<file path="config.mk">
export PLATFORM = sky130hd
export DESIGN_NAME = second_chance_page_replacement
export DESIGN_NICKNAME = d
export VERILOG_FILES = /design/src/rtl/scr_pkg.sv /design/src/rtl/scr_page_ram.sv /design/src/rtl/second_chance_page_replacement.sv
export SDC_FILE = /design/constraint.sdc
export NUM_CORES = 1
export LEC_CHECK = 0
export ABC_AREA = 1
export ABC_CLOCK_PERIOD_IN_PS = 2400
export BUFFER_PORTS_ARGS = -buffer_cell sky130_fd_sc_hd__buf_2
export CAP_MARGIN = 30
export CORE_MARGIN = 8
export CORE_UTILIZATION = 40
export DETAILED_ROUTE_END_ITERATION = 8
export HOLD_SLACK_MARGIN = 0.08
export PLACE_DENSITY = 0.7
export RECOVER_POWER = 50
export SLEW_MARGIN = 15
export SYNTH_ARGS = -nofsm -noshare
export SYNTH_HDL_FRONTEND = slang
export SYNTH_SLANG_ARGS = --single-unit
</file>
<file path="constraint.sdc">
create_clock -name clk -period 2.4 [get_ports clk]
set_input_delay 0 -clock clk [delete_from_list [all_inputs] [get_ports clk]]
set_output_delay 0 -clock clk [all_outputs]
set_load 0.01 [all_outputs]
</file>
<file path="src/rtl/scr_pkg.sv">
`default_nettype none

package scr_pkg;

    // Fixed field widths of the stream channels
    localparam int PAGE_IN_W = 16;
    localparam int CFG_W     = 4;
    localparam int SLOT_W    = 3;
    localparam int FAULT_W   = 16;
    localparam int M_TDATA_W = 24;

    typedef logic [CFG_W-1:0]   cfg_t;
    typedef logic [SLOT_W-1:0]  slot_t;
    typedef logic [FAULT_W-1:0] fault_t;

    // Frame count after reset
    localparam cfg_t FRAMES_RESET = cfg_t'(8);

    // Fault counter ceiling
    localparam fault_t FAULT_MAX = '1;

endpackage

`default_nettype wire

</file>
<file path="src/rtl/scr_page_ram.sv">
`default_nettype none

// Page number store: one write port, one read port with registered data
module scr_page_ram #(
    parameter int DEPTH = 8,
    parameter int WIDTH = 16,
    parameter int AW    = 3
) (
    input  wire logic             clk,
    input  wire logic             we,
    input  wire logic [AW-1:0]    waddr,
    input  wire logic [WIDTH-1:0] wdata,
    input  wire logic [AW-1:0]    raddr,
    output logic      [WIDTH-1:0] rdata
);

    logic [WIDTH-1:0] mem [DEPTH];
    logic [WIDTH-1:0] rdata_reg;

    // Write the placed page
    always_ff @(posedge clk)
    begin
        if (we)
        begin
            mem[waddr] <= wdata;
        end
    end

    // Register the read data
    always_ff @(posedge clk)
    begin
        rdata_reg <= mem[raddr];
    end

    assign rdata = rdata_reg;

endmodule

`default_nettype wire

</file>
<file path="src/rtl/second_chance_page_replacement.sv">
`default_nettype none

// Channel   | Direction | Signals                      | Contents (lowest bit first)
// ----------+-----------+------------------------------+------------------------------------
// s_*       | in        | s_tvalid s_tready s_tdata    | page_number[15:0]
// m_*       | out       | m_tvalid m_tready m_tdata    | frame_slot[2:0] fault_count[18:3]
//           |           | m_tuser                      | hit
// cfg_*     | in        | cfg_valid cfg_ready cfg_data | frames_in_use[3:0]
//
// One reference at a time. With n active frames, a hit stops the search at the
// frame found, and a miss searches all n frames before the sweep: the single
// compare unit walks one frame a cycle over the page store read port, then the
// hand sweeps one reference bit a cycle.
// A finished result waits in the output register while the next reference
// is taken. Reset clears valid and reference bits, hand and fault count.
module second_chance_page_replacement
    import scr_pkg::*;
#(
    parameter int MAX_FRAMES = 8,
    parameter int PAGE_BITS  = 16
) (
    input  wire logic                 clk,
    input  wire logic                 rst_n,
    input  wire logic                 s_tvalid,
    output logic                      s_tready,
    input  wire logic [PAGE_IN_W-1:0] s_tdata,   // page_number
    output logic                      m_tvalid,
    input  wire logic                 m_tready,
    output logic [M_TDATA_W-1:0]      m_tdata,   // frame_slot, fault_count, zero pad
    output logic [0:0]                m_tuser,   // hit
    input  wire logic                 cfg_valid,
    output logic                      cfg_ready,
    input  wire logic [CFG_W-1:0]     cfg_data   // frames_in_use
);

    localparam int IDX_W = (MAX_FRAMES > 1) ? $clog2(MAX_FRAMES) : 1;
    localparam int CNT_W = $clog2(MAX_FRAMES + 1);
    localparam int CW    = (CNT_W > CFG_W) ? CNT_W : CFG_W;

    localparam logic [1:0] ST_IDLE   = 2'd0;
    localparam logic [1:0] ST_SEARCH = 2'd1;
    localparam logic [1:0] ST_SWEEP  = 2'd2;
    localparam logic [1:0] ST_DONE   = 2'd3;

    logic [1:0]            state_reg,   state_next;
    logic [IDX_W-1:0]      idx_reg,     idx_next;
    logic [IDX_W-1:0]      last_reg,    last_next;
    logic [IDX_W-1:0]      hand_reg,    hand_next;
    logic [MAX_FRAMES-1:0] valid_reg,   valid_next;
    logic [MAX_FRAMES-1:0] ref_reg,     ref_next;
    fault_t                fault_reg,   fault_next;
    cfg_t                  frames_reg,  frames_next;
    logic                  out_valid_reg, out_valid_next;

    logic [PAGE_BITS-1:0]  page_reg,      page_next;
    logic                  pend_hit_reg,  pend_hit_next;
    logic [IDX_W-1:0]      pend_slot_reg, pend_slot_next;
    logic                  out_hit_reg,   out_hit_next;
    slot_t                 out_slot_reg,  out_slot_next;
    fault_t                out_fault_reg, out_fault_next;

    logic [CW-1:0]         cfg_ext;
    logic [CW-1:0]         n_full;
    logic [PAGE_BITS-1:0]  page_in;
    logic [IDX_W-1:0]      rd_addr;
    logic [PAGE_BITS-1:0]  rd_data;
    logic                  ram_we;
    logic                  in_xfer;
    logic                  out_free;
    logic [IDX_W-1:0]      idx_inc;

    scr_page_ram #(
        .DEPTH (MAX_FRAMES),
        .WIDTH (PAGE_BITS),
        .AW    (IDX_W)
    ) u_page_ram (
        .clk   (clk),
        .we    (ram_we),
        .waddr (idx_reg),
        .wdata (page_reg),
        .raddr (rd_addr),
        .rdata (rd_data)
    );

    assign s_tready  = (state_reg == ST_IDLE);
    assign cfg_ready = 1'b1;
    assign in_xfer   = s_tvalid && s_tready;
    assign out_free  = !out_valid_reg || m_tready;
    assign page_in   = PAGE_BITS'(s_tdata);
    assign idx_inc   = (idx_reg == last_reg) ? '0 : idx_reg + IDX_W'(1);

    // Clamp the frame count into 1..MAX_FRAMES
    always_comb
    begin
        cfg_ext = CW'(frames_reg);
        if (cfg_ext == '0)
        begin
            n_full = CW'(1);
        end
        else if (cfg_ext > CW'(MAX_FRAMES))
        begin
            n_full = CW'(MAX_FRAMES);
        end
        else
        begin
            n_full = cfg_ext;
        end
    end

    // Read the frame the compare unit looks at next cycle
    assign rd_addr = (state_reg == ST_IDLE) ? '0 : idx_inc;

    // Sequencer: search, sweep, hand over result
    always_comb
    begin
        state_next     = state_reg;
        idx_next       = idx_reg;
        last_next      = last_reg;
        hand_next      = hand_reg;
        valid_next     = valid_reg;
        ref_next       = ref_reg;
        fault_next     = fault_reg;
        frames_next    = frames_reg;
        out_valid_next = out_valid_reg;
        page_next      = page_reg;
        pend_hit_next  = pend_hit_reg;
        pend_slot_next = pend_slot_reg;
        out_hit_next   = out_hit_reg;
        out_slot_next  = out_slot_reg;
        out_fault_next = out_fault_reg;
        ram_we         = 1'b0;

        if (cfg_valid && cfg_ready)
        begin
            frames_next = cfg_data;
        end

        // Drop the result once taken
        if (out_valid_reg && m_tready)
        begin
            out_valid_next = 1'b0;
        end

        case (state_reg)
            ST_IDLE:
            begin
                if (in_xfer)
                begin
                    page_next  = page_in;
                    last_next  = IDX_W'(n_full - CW'(1));
                    idx_next   = '0;
                    state_next = ST_SEARCH;
                end
            end
            ST_SEARCH:
            begin
                if (valid_reg[idx_reg] && (rd_data == page_reg))
                begin
                    ref_next[idx_reg] = 1'b1;
                    pend_hit_next     = 1'b1;
                    pend_slot_next    = idx_reg;
                    state_next        = ST_DONE;
                end
                else if (idx_reg == last_reg)
                begin
                    idx_next   = (hand_reg > last_reg) ? '0 : hand_reg;
                    state_next = ST_SWEEP;
                end
                else
                begin
                    idx_next = idx_inc;
                end
            end
            ST_SWEEP:
            begin
                if (ref_reg[idx_reg])
                begin
                    // Give a second chance and advance
                    ref_next[idx_reg] = 1'b0;
                    idx_next          = idx_inc;
                end
                else
                begin
                    // Place the page here
                    ram_we              = 1'b1;
                    valid_next[idx_reg] = 1'b1;
                    hand_next           = idx_inc;
                    pend_hit_next       = 1'b0;
                    pend_slot_next      = idx_reg;
                    if (fault_reg != FAULT_MAX)
                    begin
                        fault_next = fault_reg + fault_t'(1);
                    end
                    state_next = ST_DONE;
                end
            end
            ST_DONE:
            begin
                if (out_free)
                begin
                    out_valid_next = 1'b1;
                    out_hit_next   = pend_hit_reg;
                    out_slot_next  = SLOT_W'(pend_slot_reg);
                    out_fault_next = fault_reg;
                    state_next     = ST_IDLE;
                end
            end
            default:
            begin
                state_next = ST_IDLE;
            end
        endcase
    end

    // Control state
    always_ff @(posedge clk or negedge rst_n)
    begin
        if (!rst_n)
        begin
            state_reg     <= ST_IDLE;
            idx_reg       <= '0;
            last_reg      <= '0;
            hand_reg      <= '0;
            valid_reg     <= '0;
            ref_reg       <= '0;
            fault_reg     <= '0;
            frames_reg    <= FRAMES_RESET;
            out_valid_reg <= 1'b0;
        end
        else
        begin
            state_reg     <= state_next;
            idx_reg       <= idx_next;
            last_reg      <= last_next;
            hand_reg      <= hand_next;
            valid_reg     <= valid_next;
            ref_reg       <= ref_next;
            fault_reg     <= fault_next;
            frames_reg    <= frames_next;
            out_valid_reg <= out_valid_next;
        end
    end

    // Payload
    always_ff @(posedge clk)
    begin
        page_reg      <= page_next;
        pend_hit_reg  <= pend_hit_next;
        pend_slot_reg <= pend_slot_next;
        out_hit_reg   <= out_hit_next;
        out_slot_reg  <= out_slot_next;
        out_fault_reg <= out_fault_next;
    end

    assign m_tvalid = out_valid_reg;
    assign m_tuser  = out_hit_reg;
    assign m_tdata  = {{(M_TDATA_W - SLOT_W - FAULT_W){1'b0}}, out_fault_reg, out_slot_reg};

endmodule

`default_nettype wire

</file>
[Yosys cells after proc, flatten, opt, wreduce, memory -nomap -nowiden]
Memory sizes are Yosys's and may differ from the RTL's. A register that Yosys moved wholly into a read port is not among the register bits.
Cells that the tools add are included.
Storage, ports and cells
  memories kept: 1
  bits of input ports: 25
  bits in writable memories: 128
  ROM bits: 0
  latch bits: 0
  register bits after elaboration: 88
  output and inout bits: 28
  logic and storage cells: 97
Operators by class
  reductions and logical operators: 18
  shifts and indexed selects: 0
  $lt $le $gt $ge: 4
  bitwise gates (word level): 5
  add/subtract/negate cells: 3
  equal/unequal tests: 13
  divide/modulo/power cells: 0
  $mul: 0
  muxes and demuxes: 38
Memory list
  u_page_ram.mem: words 8, width 16, read ports 1, clocked after memory_dff 1, write ports 1, RTL line scr_page_ram.sv:17  | logic [WIDTH-1:0] mem [DEPTH];
Operators with widths (number)
  $mux W3: 11
  $add A16 B1 Y16 const B: 1
  $eq A16 B16 Y1: 1
  $mux W8: 2
  $ne A16 B16 Y1 const B: 1
  $or A8 B8 Y8: 2
  $pmux W8 S2: 1
  $mux W1: 12
  $mux W2: 5
  $ne A2 B2 Y1 const B: 5
  $pmux W3 S3: 1
  $reduce_and A3 Y1: 3
  $and A8 B8 Y8: 1
  $not A8 Y8: 1
  $pmux W2 S4: 1
  $reduce_and A4 Y1: 2
  $bmux W1 S3: 2
  $pmux W3 S2: 1
  $reduce_and A2 Y1: 3
  $eq A2 B2 Y1 const B: 2
  $gt A4 B4 Y1 const B: 1
  $logic_and A1 B1 Y1: 4
  $logic_not A4 Y1: 1
  $lt A3 B4 Y1 const B: 1
  16 further kinds: 16

[Logic depth before layout (Yosys ltp)]
  depth in word-level cells: 8
  mapped depth: 16

[Modules after synthesis]
A second synthesis with hierarchy kept.
Unflattened totals
  cell total of the unflattened synthesis: 1043
  area, all modules: 10319.9 µm²
Modules (own cells, without submodules)
  scr_page_ram: cells an instance 587, times used 1, area an instance 5989.5 µm²
  second_chance_page_replacement: cells an instance 456, times used 1, area an instance 4330.4 µm²

[Worst setup path after synthesis]
No wires, ideal clock.
  path type: flip-flop to flip-flop
  from: reg idx_reg[0]
  to: mem u_page_ram.mem[1][0], enable pin
  arrival time: 2076 ps
  setup slack: -65 ps
  data required time: 2011 ps
  stages on the path, launching flop included: 15
  library setup time: 389 ps
  cell sequence: dfrtp_1 buf_6 inv_2 buf_6 nand2_2 nand2_1 nand2_1 nand2_1 nand2_1 nand2_2 nor2_4 inv_2 buf_6 buf_6 nor2_1
On the way
  longest elaborated chain between the ends: 6
Ends and longest elaborated chain
  start: declaration: RTL line second_chance_page_replacement.sv:46  | logic [IDX_W-1:0] idx_reg, idx_next;
  start signal: assignment: RTL line second_chance_page_replacement.sv:233  | idx_reg <= idx_next;
  $bmux W1 S3: RTL line second_chance_page_replacement.sv:176  | if (ref_reg[idx_reg])
  $mux W1 (implied by the code): RTL line second_chance_page_replacement.sv:176
  $mux W1: RTL line second_chance_page_replacement.sv:176
  $mux W1: RTL line second_chance_page_replacement.sv:144  | case (state_reg)
  $mux W1: RTL line scr_page_ram.sv:23  | if (we)
  $mux W1 (implied by the code): RTL line scr_page_ram.sv:25  | mem[waddr] <= wdata;
  end: declaration: RTL line scr_page_ram.sv:17
Several ways; a longest one is shown, not always the timed one. The select of a mux whose other input is x is not followed.

[Worst setup path in the final report]
  from: reg page_reg[5]
  to: reg pend_slot_reg[2], enable pin
On the way
  longest elaborated chain between the ends: 4
Ends and longest elaborated chain
  start: declaration: RTL line second_chance_page_replacement.sv:55  | logic [PAGE_BITS-1:0] page_reg, page_next;
  start signal: assignment: RTL line second_chance_page_replacement.sv:247  | page_reg <= page_next;
  $eq A16 B16 Y1: RTL line second_chance_page_replacement.sv:157  | if (valid_reg[idx_reg] && (rd_data == page_reg))
  $logic_and A1 B1 Y1: RTL line second_chance_page_replacement.sv:157
  $ne A2 B2 Y1 (no line)
  $reduce_and A3 Y1 (no line)
  end signal: assignment: RTL line second_chance_page_replacement.sv:249  | pend_slot_reg <= pend_slot_next;
  end: declaration: RTL line second_chance_page_replacement.sv:57  | logic [IDX_W-1:0] pend_slot_reg, pend_slot_next;
Every way passes these cells.
A chain may end at the register's enable or synchronous reset.

==> flow_summary.yaml <==
timing:
  fmax_mhz: 448.5
  setup_viol: 0
  fin_ws_ns: 0.1703
  slew_viol_final: 0
  fin_crit_sh_pct: 92.91
  rsz0062_at_grt: "false"
  tightest_slew_ns: 1.245
  relSlewSlack_pct: 17.01
  clock_skew_ns: 0.009101
  min_period_ns: 2.230
  hold_viol: 0
cts:
  clock_sinks: 232
  cts-root-buf: "clkbuf_16"
  cts_tree: "done"
  cts.clk_slew.worst_paths_ns: 0.06
  clk_latency_ns: 0.51
  postCtsSetupRepairBufs: 0
  htree_levels: 1
  ctsLongestPathBuffers: 3
  numCtsBuffers: 25
critical_path:
  path_cells: "xnor2_1 -> nand2_1 -> nor2_1 -> nand2_1 -> nor2_1 -> nand3_2 -> a22oi_1"
  required_ns: 2.56
  critPathKind: "flip-flop to flip-flop"
  r2r_setup_slack_ns: 0.17
  critPathTopFamily: "simple AND/OR/NAND/NOR gates"
  cp.arrival_ns: 2.39
  critPathCaptureType: "flip-flop"
  start_kind: "flip-flop"
  cp_max_fo: 9
  path_buf_inv: 0
  cp_slowest_cell: "edfxtp_1"
  slowest_delay_ns: 0.52
place:
  gp_congestion: 0.8415
  preCtsSetupSlack_ns: 0.1900
  place_hpwl_um: 12880
  io_buffer_count: 46
route:
  firstDrtPassIters: 4
  num_vias: 6451
  final_antenna_net_count: 0
  drt_iter0_drc: 379
  drc: 0
  vias_per_cell: 4.743
  drt-wirelength-per-cell_um: 14.81
  finalWirelength_um: 20140
finish:
  nets: 1052
  fin_util_pct: 48.66
  num_antenna_cells: 0
  area_delta_synth_final_pct: 19.15
  largest_reg_flops: 128
  regMostFlops: "u_page_ram.mem"
  drive_gt1_share_pct: 13.32
grt:
  grt_pass1_vias: 6359
  grt_pass1_wl_um: 33370
  grt_max_degree: 65
  antenna_found_initial: 0
  grt-ovfl-total: 0
  grt_use_total_pct: 13.40
logic_synthesis:
  post_synth_num_cell_types: 38
  yosysTopAreaCell: "edfxtp_1"
  synth_top_area_share_pct: 50.79
  ys_top_cells_by_area: "edfxtp_1, dfrtp_1, nand2_1"
  async_flop_share_pct: 20.69
  yosysWarningCount: 0
  syn_area_sq_um: 9933
  ys_ff_latch: 232
  ys_top_cells_by_count: "nand2_1, edfxtp_1, inv_1"
  ys.flop_type: "edfxtp_1"
  synth_edf_count: 168
  ys_seq_area_share_pct: 66.12
  syn_inst: 914
  synth.avg_cell_area_sq_um: 10.87
  yosysMostFrequentCell: "nand2_1"
power_and_ir_drop:
  p_switching_w: 0.004725
  sw_frac_of_total_pct: 33.34
  pwr-share-clk_pct: 30.5
  intPower_w: 0.009447
  peakVddDrop_v: 0.0006997
  seqPwrFrac_pct: 38.6
  p_leak_nw: 4.840
  combPwrFrac_pct: 30.9
  totalPowerFinal_w: 0.01417
  cellPowerDensity_nw_per_um2: 1197
die:
  die_w_um: 173.6
  rows: 57
  core_sq_um: 24320
  die_h_um: 173.6
  start_util_pct: 40.84
  die-area_sq_um: 30130
  io-pin-count: 53
hold_path:
  hold_path_class: "input port to flip-flop"
flow_run:
  maxCapViolCount: 0
outcome:
  outcome: "complete, no violations"
-- layout by cell type (no fill, tap or decap), types with 2 or more instances in the layout --
cell type and count:
a21oi_1 2, buf_12 5, buf_2 21, buf_4 23
bufinv_16 7, clkbuf_1 36, clkbuf_16 26, clkbuf_8 2
clkinv_2 2, clkinvlp_4 2, conb_1 6, dfrtp_1 46
dfxtp_1 16, dlygate4sd3_1 28, edfxtp_1 168, ha_1 10
inv_1 81, inv_2 7, mux2_2 3, nand2_1 294
nand2_2 7, nand3_1 37, nand3_2 6, nand4_1 12
nor2_1 24, nor2_2 6, nor2_4 4, nor3_1 7
o211ai_1 16, o21ai_0 51, o21ai_1 8, or2_1 23
or2_2 9, xnor2_1 19, xor2_1 9
-- cells by family (layout without fill, tap and decap cells) --
group	Yosys count	in the layout	synth area share, %
adder cells (fa/ha/maj)	10	10	1.260
other	2	6	0.07560
XOR/XNOR	30	30	2.796
AO/OA/AOI/OAI	80	80	4.472
buffers and inverters	125	243	5.945
flip-flops	232	232	66.12
AND/OR/NAND/NOR	432	432	18.99
multiplexers	3	3	0.3401
-- routing by layer --
layer  track usage (%)  vias up  wire (um)
li1                  -     3215          -
met3             1.851       34        836
met4             3.883        0        402
met2             23.10      139       9881
met1             17.33     3063       9016
met5                 0        -          0
-- power by group through the flow --
stage,sequential [W],combinational (W),clock [W]
global placement,0.00553,0.00427,0
finish,0.00547,0.00438,0.00432
detailed placement,0.00554,0.00438,0
CTS,0.00547,0.00446,0.00440
floorplan,0.00548,0.00322,0
global route,0.00554,0.00504,0.00455
-- area by class of cell --
| type | instances | area [sq um] |
|---|---|---|
| Sequential cell | 232 | 6569 |
| Fill cell | 2140 | 12480 |
| Tap cell | 324 | 405.4 |
| Multi-Input combinational cell | 561 | 2806 |
| Clock inverter | 13 | 247.7 |
| Inverter | 88 | 330.3 |
| Timing Repair Buffer | 109 | 779.5 |
| Clock buffer | 33 | 696.9 |
-- stage by stage --
stage | hold WS [ns] | TNS [ns] | instance area [sq um] | cells
2_1_floorplan | -0.2956 | -7.275 | 9948 | 918
6_report | 0.1934 | 0 | 11840 | 1360
4_1_cts | 0.1526 | 0 | 11890 | 1360
3_5_place_dp | 0.1500 | 0 | 10670 | 1286
5_1_grt | 0.1825 | 0 | 11840 | 1360
3_3_place_gp | 0.1389 | 0 | 10670 | 1286
-- worst paths after layout --
kind | cells after the start | start | endpoint
min | 2 | s_tdata[11] | page_reg[11]
min reg2reg | 0 | pend_hit_reg | m_tuser
min in group asynchronous | 3 | rst_n | fault_reg[11]
max | 7 | page_reg[5] | pend_slot_reg[2]
max reg2reg | 7 | page_reg[5] | pend_slot_reg[2]
max in group asynchronous | 3 | rst_n | idx_reg[0]
-- timing repair --
| action | 4_1_cts | 5_1_grt |
|---|---|---|
| hold buffers | 28 | 0 |
| resized for setup | 0 | 1 |
| endpoints found under the hold margin | 77 | 0 |
| endpoints found under the setup margin | 0 | 1 |
Power figures use the tool's default switching activity.
